==> src/rtl/core/owtavg_pkg.sv <==
package owtavg_pkg;

   // One scratchpad read as it arrives on the request channel.
   typedef struct packed {
      logic [7:0] temp_lsb;
      logic [7:0] temp_msb;
      logic [7:0] resolution_byte;
      logic [7:0] count_remain;
      logic [7:0] count_per_degree;
      logic       read_failed;
   } req_type;

   // One converted result as it leaves on the response channel.
   typedef struct packed {
      logic signed [15:0] sample_sixteenths;
      logic signed [15:0] average_sixteenths;
      logic               read_error;
   } rsp_type;

   // Push of one good sample into the history.
   typedef struct packed {
      logic               push;
      logic signed [15:0] sample;
   } hist_push_type;

   // Family code of the nine-bit part that reports count remain.
   localparam logic [7:0]  FAMILY_NINE_BIT   = 8'h10;
   // The refinement is only valid when the part reports 16 counts per degree.
   localparam logic [7:0]  COUNT_PER_DEG_STD = 8'h10;
   // Three-quarter degree bias of the count-remain refinement, in 1/16 degree.
   localparam logic [15:0] REFINE_BIAS       = 16'd12;
   localparam logic [15:0] WHOLE_DEG_MASK    = 16'hFFF0;

   // Resolution field, bits 6:5 of the configuration byte.
   localparam logic [1:0]  RES_9_BIT         = 2'b00;
   localparam logic [1:0]  RES_10_BIT        = 2'b01;
   localparam logic [1:0]  RES_11_BIT        = 2'b10;
   localparam logic [1:0]  RES_12_BIT        = 2'b11;

   // Toggling the top bit removes the +32768 bias carried in the mean.
   localparam logic [15:0] MEAN_BIAS_FLIP    = 16'h8000;

endpackage

==> src/rtl/core/onewire_temp_decode_average_top.sv <==
// Channel | Direction | Handshake         | Payload
// --------+-----------+-------------------+-------------------------------
// req     | in        | req_valid/stall   | owtavg_pkg::req_type scratchpad
// rsp     | out       | rsp_valid/stall   | owtavg_pkg::rsp_type result
// csr     | in        | csr_valid/ready   | 8-bit family code
//
// One request transaction is accepted per cycle unless req_stall is high; each
// gives one response transaction through the input, sum and quotient registers.
// Reset is synchronous and active high; it clears the family code, the history
// and the running sum at once, so the block accepts work in the next cycle.
// A stalled response holds the last stage, and bubbles in the earlier stages
// still fill, so the request side stalls only with all three stages occupied.
module onewire_temp_decode_average_top #(
   parameter int HISTORY_DEPTH = 8
) (
   input  logic                 clock,
   input  logic                 reset,
   input  logic                 req_valid,
   output logic                 req_stall,
   input  owtavg_pkg::req_type  req_data,
   output logic                 rsp_valid,
   input  logic                 rsp_stall,
   output owtavg_pkg::rsp_type  rsp_data,
   input  logic                 csr_valid,
   output logic                 csr_ready,
   input  logic [7:0]           csr_data
);

   localparam int SUM_W = 16 + $clog2(HISTORY_DEPTH);

   // Configuration register. Writes must arrive only while the block is idle;
   // the block does not enforce this itself, and the port is always ready.
   logic [7:0] family_ff;
   logic [7:0] family_in;

   assign csr_ready = 1'b1;
   assign family_in = csr_valid ? csr_data : family_ff;

   // Stage A holds the accepted request transaction.
   logic                a_valid_ff;
   logic                a_valid_in;
   owtavg_pkg::req_type a_item_ff;
   owtavg_pkg::req_type a_item_in;

   // Stage B holds the decoded sample; the matching running sum lives in the
   // history, which is updated on the same edge the sample enters this stage.
   logic               b_valid_ff;
   logic               b_valid_in;
   logic signed [15:0] b_sample_ff;
   logic signed [15:0] b_sample_in;
   logic               b_error_ff;
   logic               b_error_in;

   // Stage C is the output register; the mean unit holds the quotient.
   logic               c_valid_ff;
   logic               c_valid_in;
   logic signed [15:0] c_sample_ff;
   logic signed [15:0] c_sample_in;
   logic               c_error_ff;
   logic               c_error_in;

   logic a_ready;
   logic b_ready;
   logic c_ready;
   logic b_load;
   logic c_load;

   logic signed [15:0]        dec_sample;
   owtavg_pkg::hist_push_type push_ctl;
   logic [SUM_W-1:0]          biased_sum;
   logic signed [15:0]        average;

   // Each stage can take a new transaction when it is empty or when its
   // content moves on in the same cycle.
   assign c_ready   = !c_valid_ff || !rsp_stall;
   assign b_ready   = !b_valid_ff || c_ready;
   assign a_ready   = !a_valid_ff || b_ready;
   assign req_stall = !a_ready;

   assign b_load = a_valid_ff && b_ready;
   assign c_load = b_valid_ff && c_ready;

   assign a_valid_in = (req_valid && a_ready) || (a_valid_ff && !b_ready);
   assign a_item_in  = (req_valid && a_ready) ? req_data : a_item_ff;

   assign b_valid_in  = b_load || (b_valid_ff && !c_ready);
   assign b_sample_in = b_load ? dec_sample : b_sample_ff;
   assign b_error_in  = b_load ? a_item_ff.read_failed : b_error_ff;

   assign c_valid_in  = c_load || (c_valid_ff && rsp_stall);
   assign c_sample_in = c_load ? b_sample_ff : c_sample_ff;
   assign c_error_in  = c_load ? b_error_ff : c_error_ff;

   owtavg_decode u_decode (
      .item        (a_item_ff),
      .family_code (family_ff),
      .sample      (dec_sample)
   );

   // A failed read passes through the pipeline but leaves the history alone.
   assign push_ctl.push   = b_load && !a_item_ff.read_failed;
   assign push_ctl.sample = dec_sample;

   owtavg_history #(
      .HISTORY_DEPTH (HISTORY_DEPTH)
   ) u_history (
      .clock      (clock),
      .reset      (reset),
      .push_ctl   (push_ctl),
      .biased_sum (biased_sum)
   );

   owtavg_mean #(
      .HISTORY_DEPTH (HISTORY_DEPTH)
   ) u_mean (
      .clock      (clock),
      .load       (c_load),
      .biased_sum (biased_sum),
      .average    (average)
   );

   always_ff @(posedge clock) begin
      a_item_ff   <= a_item_in;
      b_sample_ff <= b_sample_in;
      b_error_ff  <= b_error_in;
      c_sample_ff <= c_sample_in;
      c_error_ff  <= c_error_in;
      if (reset) begin
         family_ff  <= '0;
         a_valid_ff <= 1'b0;
         b_valid_ff <= 1'b0;
         c_valid_ff <= 1'b0;
      end else begin
         family_ff  <= family_in;
         a_valid_ff <= a_valid_in;
         b_valid_ff <= b_valid_in;
         c_valid_ff <= c_valid_in;
      end
   end

   // A failed read reports zeros in both value fields.
   assign rsp_valid                   = c_valid_ff;
   assign rsp_data.sample_sixteenths  = c_error_ff ? 16'sd0 : c_sample_ff;
   assign rsp_data.average_sixteenths = c_error_ff ? 16'sd0 : average;
   assign rsp_data.read_error         = c_error_ff;

   // The request side only stalls when every stage holds a transaction and the
   // response is stalled.
   assert property (@(posedge clock) disable iff (reset)
      req_stall |-> (a_valid_ff && b_valid_ff && c_valid_ff && rsp_stall))
      else $error("request stalled with a free pipeline stage");

   // A failed read moving into stage B must not touch the running sum.
   assert property (@(posedge clock) disable iff (reset)
      (b_load && a_item_ff.read_failed) |=> $stable(biased_sum))
      else $error("failed read changed the history sum");

   // A held response keeps its average while the history keeps moving.
   assert property (@(posedge clock) disable iff (reset)
      (rsp_valid && rsp_stall) |=> $stable(rsp_data.average_sixteenths))
      else $error("stalled average changed");

   // Reset empties the output stage.
   assert property (@(posedge clock)
      reset |=> !rsp_valid)
      else $error("response valid right after reset");

endmodule

==> src/rtl/core/owtavg_decode.sv <==
// Converts a raw scratchpad reading to a sample in 1/16 degree units.
module owtavg_decode (
   input  owtavg_pkg::req_type   item,
   input  logic [7:0]            family_code,
   output logic signed [15:0]    sample
);

   logic [15:0] raw;
   logic [15:0] shifted3;
   logic [15:0] refined;

   assign raw      = {item.temp_msb, item.temp_lsb};
   assign shifted3 = {raw[12:0], 3'b000};
   assign refined  = (shifted3 & owtavg_pkg::WHOLE_DEG_MASK) + owtavg_pkg::REFINE_BIAS
                     - {8'h00, item.count_remain};

   always_comb begin
      sample = signed'(raw);
      if (family_code == owtavg_pkg::FAMILY_NINE_BIT) begin
         if (item.count_per_degree == owtavg_pkg::COUNT_PER_DEG_STD) begin
            sample = signed'(refined);
         end else begin
            sample = signed'(shifted3);
         end
      end else begin
         case (item.resolution_byte[6:5])
            owtavg_pkg::RES_9_BIT:  sample = signed'(shifted3);
            owtavg_pkg::RES_10_BIT: sample = signed'({raw[13:0], 2'b00});
            owtavg_pkg::RES_11_BIT: sample = signed'({raw[14:0], 1'b0});
            owtavg_pkg::RES_12_BIT: sample = signed'(raw);
            default:                sample = signed'(raw);
         endcase
      end
   end

endmodule

==> src/rtl/core/owtavg_history.sv <==
// Sample history as a shift line plus a running sum. The sum carries a bias of
// 32768 per entry so that it is never negative.
module owtavg_history #(
   parameter  int HISTORY_DEPTH = 8,
   localparam int SUM_W         = 16 + $clog2(HISTORY_DEPTH)
) (
   input  logic                       clock,
   input  logic                       reset,
   input  owtavg_pkg::hist_push_type  push_ctl,
   output logic [SUM_W-1:0]           biased_sum
);

   localparam logic [SUM_W-1:0] SUM_BIAS = SUM_W'(32'd32768 * HISTORY_DEPTH);

   logic [15:0]              hist_ff [HISTORY_DEPTH];
   logic [15:0]              hist_in [HISTORY_DEPTH];
   logic [HISTORY_DEPTH-1:0] valid_ff;
   logic [HISTORY_DEPTH-1:0] valid_in;
   logic [SUM_W-1:0]         sum_ff;
   logic [SUM_W-1:0]         sum_in;
   logic [15:0]              oldest;

   // Entries never written count as zero.
   assign oldest = valid_ff[HISTORY_DEPTH-1] ? hist_ff[HISTORY_DEPTH-1] : 16'h0000;

   always_comb begin
      hist_in  = hist_ff;
      valid_in = valid_ff;
      sum_in   = sum_ff;
      if (push_ctl.push) begin
         hist_in[0] = push_ctl.sample;
         for (int i = 1; i < HISTORY_DEPTH; i++) begin
            hist_in[i] = hist_ff[i-1];
         end
         valid_in = {valid_ff[HISTORY_DEPTH-2:0], 1'b1};
         sum_in   = sum_ff
                    + {{(SUM_W-16){push_ctl.sample[15]}}, push_ctl.sample}
                    - {{(SUM_W-16){oldest[15]}}, oldest};
      end
   end

   always_ff @(posedge clock) begin
      hist_ff <= hist_in;
      if (reset) begin
         valid_ff <= '0;
         sum_ff   <= SUM_BIAS;
      end else begin
         valid_ff <= valid_in;
         sum_ff   <= sum_in;
      end
   end

   assign biased_sum = sum_ff;

endmodule

==> src/rtl/core/owtavg_mean.sv <==
// Floor of the mean by multiplication with a rounded-up reciprocal. The input
// sum carries a bias of 32768 per entry, so it is unsigned and the quotient
// carries a bias of 32768, removed by toggling its top bit.
module owtavg_mean #(
   parameter  int HISTORY_DEPTH = 8,
   localparam int SUM_W         = 16 + $clog2(HISTORY_DEPTH)
) (
   input  logic               clock,
   input  logic               load,
   input  logic [SUM_W-1:0]   biased_sum,
   output logic signed [15:0] average
);

   localparam int         SHIFT = SUM_W + $clog2(HISTORY_DEPTH);
   localparam int         K_W   = SUM_W + 1;
   localparam int         P_W   = SUM_W + K_W;
   localparam logic [63:0] K_WIDE =
      ((64'd1 << SHIFT) + 64'(HISTORY_DEPTH) - 64'd1) / 64'(HISTORY_DEPTH);
   localparam logic [K_W-1:0] RECIP = K_W'(K_WIDE);

   logic [P_W-1:0] product;
   logic [15:0]    quot_ff;
   logic [15:0]    quot_in;

   assign product = P_W'(biased_sum) * P_W'(RECIP);
   assign quot_in = load ? product[SHIFT+15:SHIFT] : quot_ff;

   always_ff @(posedge clock) begin
      quot_ff <= quot_in;
   end

   assign average = signed'(quot_ff ^ owtavg_pkg::MEAN_BIAS_FLIP);

endmodule
==> config.mk <==
export PLATFORM = sky130hd
export DESIGN_NAME = onewire_temp_decode_average_top
export DESIGN_NICKNAME = d
export VERILOG_FILES = /design/src/rtl/core/owtavg_pkg.sv /design/src/rtl/core/onewire_temp_decode_average_top.sv /design/src/rtl/core/owtavg_decode.sv /design/src/rtl/core/owtavg_history.sv /design/src/rtl/core/owtavg_mean.sv
export SDC_FILE = /design/constraint.sdc
export NUM_CORES = 1
export LEC_CHECK = 0
export ABC_CLOCK_PERIOD_IN_PS = 17450
export BUFFER_PORTS_ARGS = -buffer_cell sky130_fd_sc_hd__buf_4
export CORE_MARGIN = 1.5
export CORE_UTILIZATION = 30
export DETAILED_ROUTE_END_ITERATION = 7
export PLACE_DENSITY = 0.57
export REMOVE_ABC_BUFFERS = 1
export SYNTH_ARGS = -nofsm -noshare
export SYNTH_HDL_FRONTEND = slang
export SYNTH_HIERARCHICAL = 1
export SYNTH_SLANG_ARGS = --single-unit
==> constraint.sdc <==
create_clock -name clock -period 17.45 [get_ports clock]
set_input_delay 2.6175 -clock clock [delete_from_list [all_inputs] [get_ports clock]]
set_output_delay 2.6175 -clock clock [all_outputs]
set_load 0.01 [all_outputs]
### Word level (Yosys, flattened, before mapping)

Cells that the tools add are included.

| operators by class | value |
|---|---|
| $add $sub $neg | 4 |
| eq/ne operators | 5 |
| mux-type cells | 6 |
| bitwise operators | 1 |
| reductions and logical operators | 22 |

Operators with widths:

| kind | number |
|---|---|
| 16-bit 2-to-1 mux | 5 |
| 16-bit one-hot mux with 4 select lines | 1 |
| 19-bit adder | 1 |
| 19-bit subtractor | 1 |
| 16-bit by 4-bit adder with 16-bit output, second input constant | 1 |
| 8-bit by 5-bit equality test with 1-bit output, second input constant | 2 |
| 16-bit by 8-bit subtractor with 16-bit output | 1 |
| 1-bit logical NOT | 8 |
| 1-bit logical AND | 7 |
| 1-bit logical OR | 6 |
| 2-bit equality test, second input constant | 2 |
| 2-bit by 1-bit equality test with 1-bit output, second input constant | 1 |
| 2-bit logical NOT | 1 |
| 1-bit NOT | 1 |

| word-level totals | value |
|---|---|
| bits in registers | 256 |
| bits of input ports | 54 |
| word-level logic and storage cells | 63 |

### Longest topological paths before layout

| depth | value |
|---|---|
| depth in word-level cells | 6 |
| depth in mapped cells | 18 |
| gate-level depth less buffers | 17 |

### Modules after synthesis

The synthesis kept the hierarchy.

By module, submodules not included:

| module | times used | cells each | area an instance (um^2) | sequential area each (um^2) |
|---|---|---|---|---|
| owtavg_history | 1 | 461 | 6,497.5 | 4,384.2 |
| onewire_temp_decode_average_top | 1 | 155 | 2,901.5 | 2,472.4 |
| owtavg_decode | 1 | 156 | 1,054.8 | 0.0 |
| owtavg_mean | 1 | 32 | 596.8 | 480.5 |

### Worst setup path before layout

Ideal clock, no wire load.

| path | value |
|---|---|
| path kind | input-to-reg |
| start | in rsp_stall |
| end | reg u_history.sum_ff[17] (netlist: u_history/biased_sum[17]) |
| setup time | 62 ps |
| data arrival time | 13,691 ps |
| setup slack | 3,697 ps |
| stages on the path | 6 |
| buffers on the path | 0 |
| cells stage by stage | nand3_1 nor3b_1 nand2b_1 nor3_1 nand3_1 nand3_1 |

RTL lines:

| what | RTL line | text |
|---|---|---|
| start, declared | onewire_temp_decode_average_top.sv:22 | `input logic rsp_stall,` |
| end signal, assigned | owtavg_history.sv:49 | `sum_ff <= sum_in;` |
| end, declared | owtavg_history.sv:19 | `logic [SUM_W-1:0] sum_ff;` |

### Worst setup path in the final report

| path | value |
|---|---|
| start | in rsp_stall |
| end | out req_stall |

| between the ends | value |
|---|---|
| longest elaborated chain between the ends | 5 |

Ends and longest elaborated chain:

| what | RTL line | text |
|---|---|---|
| 1-bit logical NOT | onewire_temp_decode_average_top.sv:75 | `assign c_ready = !c_valid_ff \|\| !rsp_stall;` |
| 1-bit logical OR | onewire_temp_decode_average_top.sv:75 |  |
| 1-bit logical OR | onewire_temp_decode_average_top.sv:76 | `assign b_ready = !b_valid_ff \|\| c_ready;` |
| 1-bit logical OR | onewire_temp_decode_average_top.sv:77 | `assign a_ready = !a_valid_ff \|\| b_ready;` |
| 1-bit logical NOT | onewire_temp_decode_average_top.sv:78 | `assign req_stall = !a_ready;` |
| end, declared | onewire_temp_decode_average_top.sv:19 | `output logic req_stall,` |

Every way passes these cells.

==> flow_summary.json <==
{
  "holdBufCountCts": 0,
  "cts.htree.levels": 1,
  "crit_chain": "buf_4 -> nand4_1 -> inv_1 -> buf_4",
  "detailedRoute.firstPassIterationCount": 6,
  "peakVddDrop_mv": 0.0734,
  "placement_rows": 69,
  "max_slew.worst_pin.slew_ps": 979,
  "cts_max_path_bufs": 3,
  "insertedDiodeCount": 0,
  "clk_latency_ps": 550,
  "number_of_sinks_on_the_clock_net": 251,
  "crit_path_end": "req_stall",
  "detail_route.iter0.violations": 460,
  "boundary_pin_count": 90,
  "worst-r2r-setup-slack_ps": 12360,
  "dp_hpwl_um": 13000,
  "cellPowerDensity_nw_per_um2": 115,
  "first_global_vias": 5789,
  "timing.hold.worst.class": "reg -> reg",
  "cp_data_required_time_ps": 14830,
  "setup_viol_count_final": 0,
  "initial_core_util": 0.305,
  "cap_violations": 0,
  "post_synth.cell_area_avg_um2": 13.6,
  "power.total_mw": 1.48,
  "crit_path_max_fanout": 4,
  "synth.cell_area_um2": 10900,
  "post-cts-setup-buffers": 0,
  "critical_path.startpoint": "rsp_stall",
  "routed_via_density": 4.38,
  "final.setup_skew_ps": 23.4,
  "cts_root_buffer": "sky130_fd_sc_hd__clkbuf_16",
  "post_cts.resized_instances": 0,
  "core_area_um2": 35700,
  "place.port_buffers": 82,
  "globalRouteOverflowTotal": 0,
  "die_area_um2": 37400,
  "worst-setup-path-type": "in -> out",
  "fin_nets": 970,
  "max-slew-margin-rel": 0.347,
  "final_period_utilization": 0.331,
  "globalRouteTotalUtil": 0.102,
  "area_growth_pct": 17.8,
  "path_delay_family": "buffers and inverters",
  "floorplan.die.width_um": 193,
  "route.antenna.remaining_nets": 0,
  "detailroute.via_count": 5941,
  "r2r-end": "u_history/biased_sum[16]",
  "drt_drc_violations_left": 10,
  "cp_num_buf_inv": 3,
  "routabilityCongestion": 0.833,
  "grt_setup_unrepaired": "no",
  "die_height_um": 193,
  "max_stage_delay_ps": 190,
  "grt_first_pass_wirelength_um": 30900,
  "violated_checks": "DRC",
  "period_minus_slack_ps": 5770,
  "tritoncts": "done",
  "regToRegStartpoint": "family_ff[5]",
  "largest_net_degree_at_the_start_of_global_routing": 160,
  "total_leakage_power_nw": 4.78,
  "timing.critical_path.arrival_ps": 3160,
  "antenna_found_initial": 0,
  "reg2reg_depth": 14,
  "timing_hold_violations_final": 0,
  "finalWirelength_um": 19100,
  "crit_slowest_cell": "sky130_fd_sc_hd__nand4_1",
  "endpoint_kind": "output port",
  "synth.yosys.warnings": 6,
  "wl_per_cell_um": 14.1,
  "cts.reportedPaths.clkPinSlew_ps": 60,
  "start_kind": "primary input",
  "setup_slack_ps": 11680,
  "critPathMostFrequentCell": "sky130_fd_sc_hd__buf_4",
  "achievable-frequency_mhz": 173,
  "preCtsSetupSlack_ps": 11670,
  "tritoncts.num_buffers": 28,
  "slew_viol_final": 0,
  "drive_above_1_share": 0.165,
  "total_stage_count_of_the_critical_path": 4,
  "worst_hold_slack_ps": 412,
  "synthesis.instances": 798,
  "result_of_the_run": "finished, violations left"
}
## worst reg2reg max path: cells and delay by family (launching register included)
family,cells,cell delay [ps]
AO/OA/AOI/OAI,5,1450
adder cells (fa/ha/maj),2,900
buffers and inverters,2,190
flip-flops,1,310
AND/OR/NAND/NOR,5,2150
## where the power goes
group	internal (mW)	switching [mW]	leakage (nW)	total, mW
combinational	0.0908	0.125	2.05	0.216
clock	0.340	0.232	0.437	0.572
sequential	0.678	0.0129	2.30	0.691
total	1.11	0.370	4.78	1.48
## metal layers
metal  wire length, µm  share of wire  track usage
met5                 0              0            0
met4               503          0.026       0.0292
met3               793          0.041       0.0200
met2              8440           0.44        0.155
met1              9420           0.49        0.147
## area by class of cell
type / instances / area [µm²]
fillers: 3413 / 22800
flip-flops and latches: 251 / 7160
multi-input cells: 417 / 3160
clock buffers: 33 / 719
repair buffers: 88 / 673
well taps: 461 / 577
inverters: 87 / 327
clock inverters: 19 / 194
## stage by stage
step | std cells | utilization | TNS [ps] | instance area (µm²)
floorplan | 755 | - | -727 | 10600
global placement | 1304 | 0.334 | 0 | 11900
detailed placement | 1304 | 0.334 | 0 | 11900
CTS | 1356 | 0.359 | 0 | 12800
global route | 1356 | 0.359 | 0 | 12800
finish | 1356 | 0.359 | 0 | 12800
## flip-flops by register name (all words and copies together) (netlist names)
register / flops
u_history/hist_ff: 128
a_item_ff: 35
u_history/biased_sum: 19
b_sample_ff: 16
c_sample_ff: 16
u_mean/quot_ff: 16
family_ff: 8
u_history/valid_ff: 8
a_valid_ff: 1
b_error_ff: 1
b_valid_ff: 1
c_error_ff: 1
rsp_valid: 1
## placed cells by master, fill, tap and decap left out, drive strengths merged, types with 3 or more instances in the layout
master,count
buf,88
a21o,15
a31oi,7
o21a,6
nand3,10
nor3,12
o31ai,5
clkinv,13
o311ai,4
xnor2,12
o21ai,13
clkbuf,33
a211oi,6
nor2b,35
bufinv,3
xor2,4
edfxtp,213
nand2b,3
inv,87
o211ai,6
mux2,3
and2,18
nor2,51
nand4,6
mux2i,35
nand2,33
o22ai,8
a21oi,28
nand3b,3
or4,5
or3,6
fa,18
clkinvlp,3
dfxtp,38
and3,5
nor3b,4
ha,25
## how the worst min path moves through the flow
stage | start | endpoint | slack (ps) | cells after the start
after floorplan | b_error_ff | c_error_ff | 400 | 0
after global placement | u_history/hist_ff[62] | u_history/hist_ff[46] | 400 | 0
after detailed placement | b_sample_ff[9] | c_sample_ff[9] | 400 | 0
after CTS | u_history/hist_ff[92] | u_history/hist_ff[76] | 410 | 0
after global routing | u_history/hist_ff[92] | u_history/hist_ff[76] | 420 | 0
final | u_history/hist_ff[92] | u_history/hist_ff[76] | 410 | 0
Note: power is estimated with default switching activity, not from simulation.
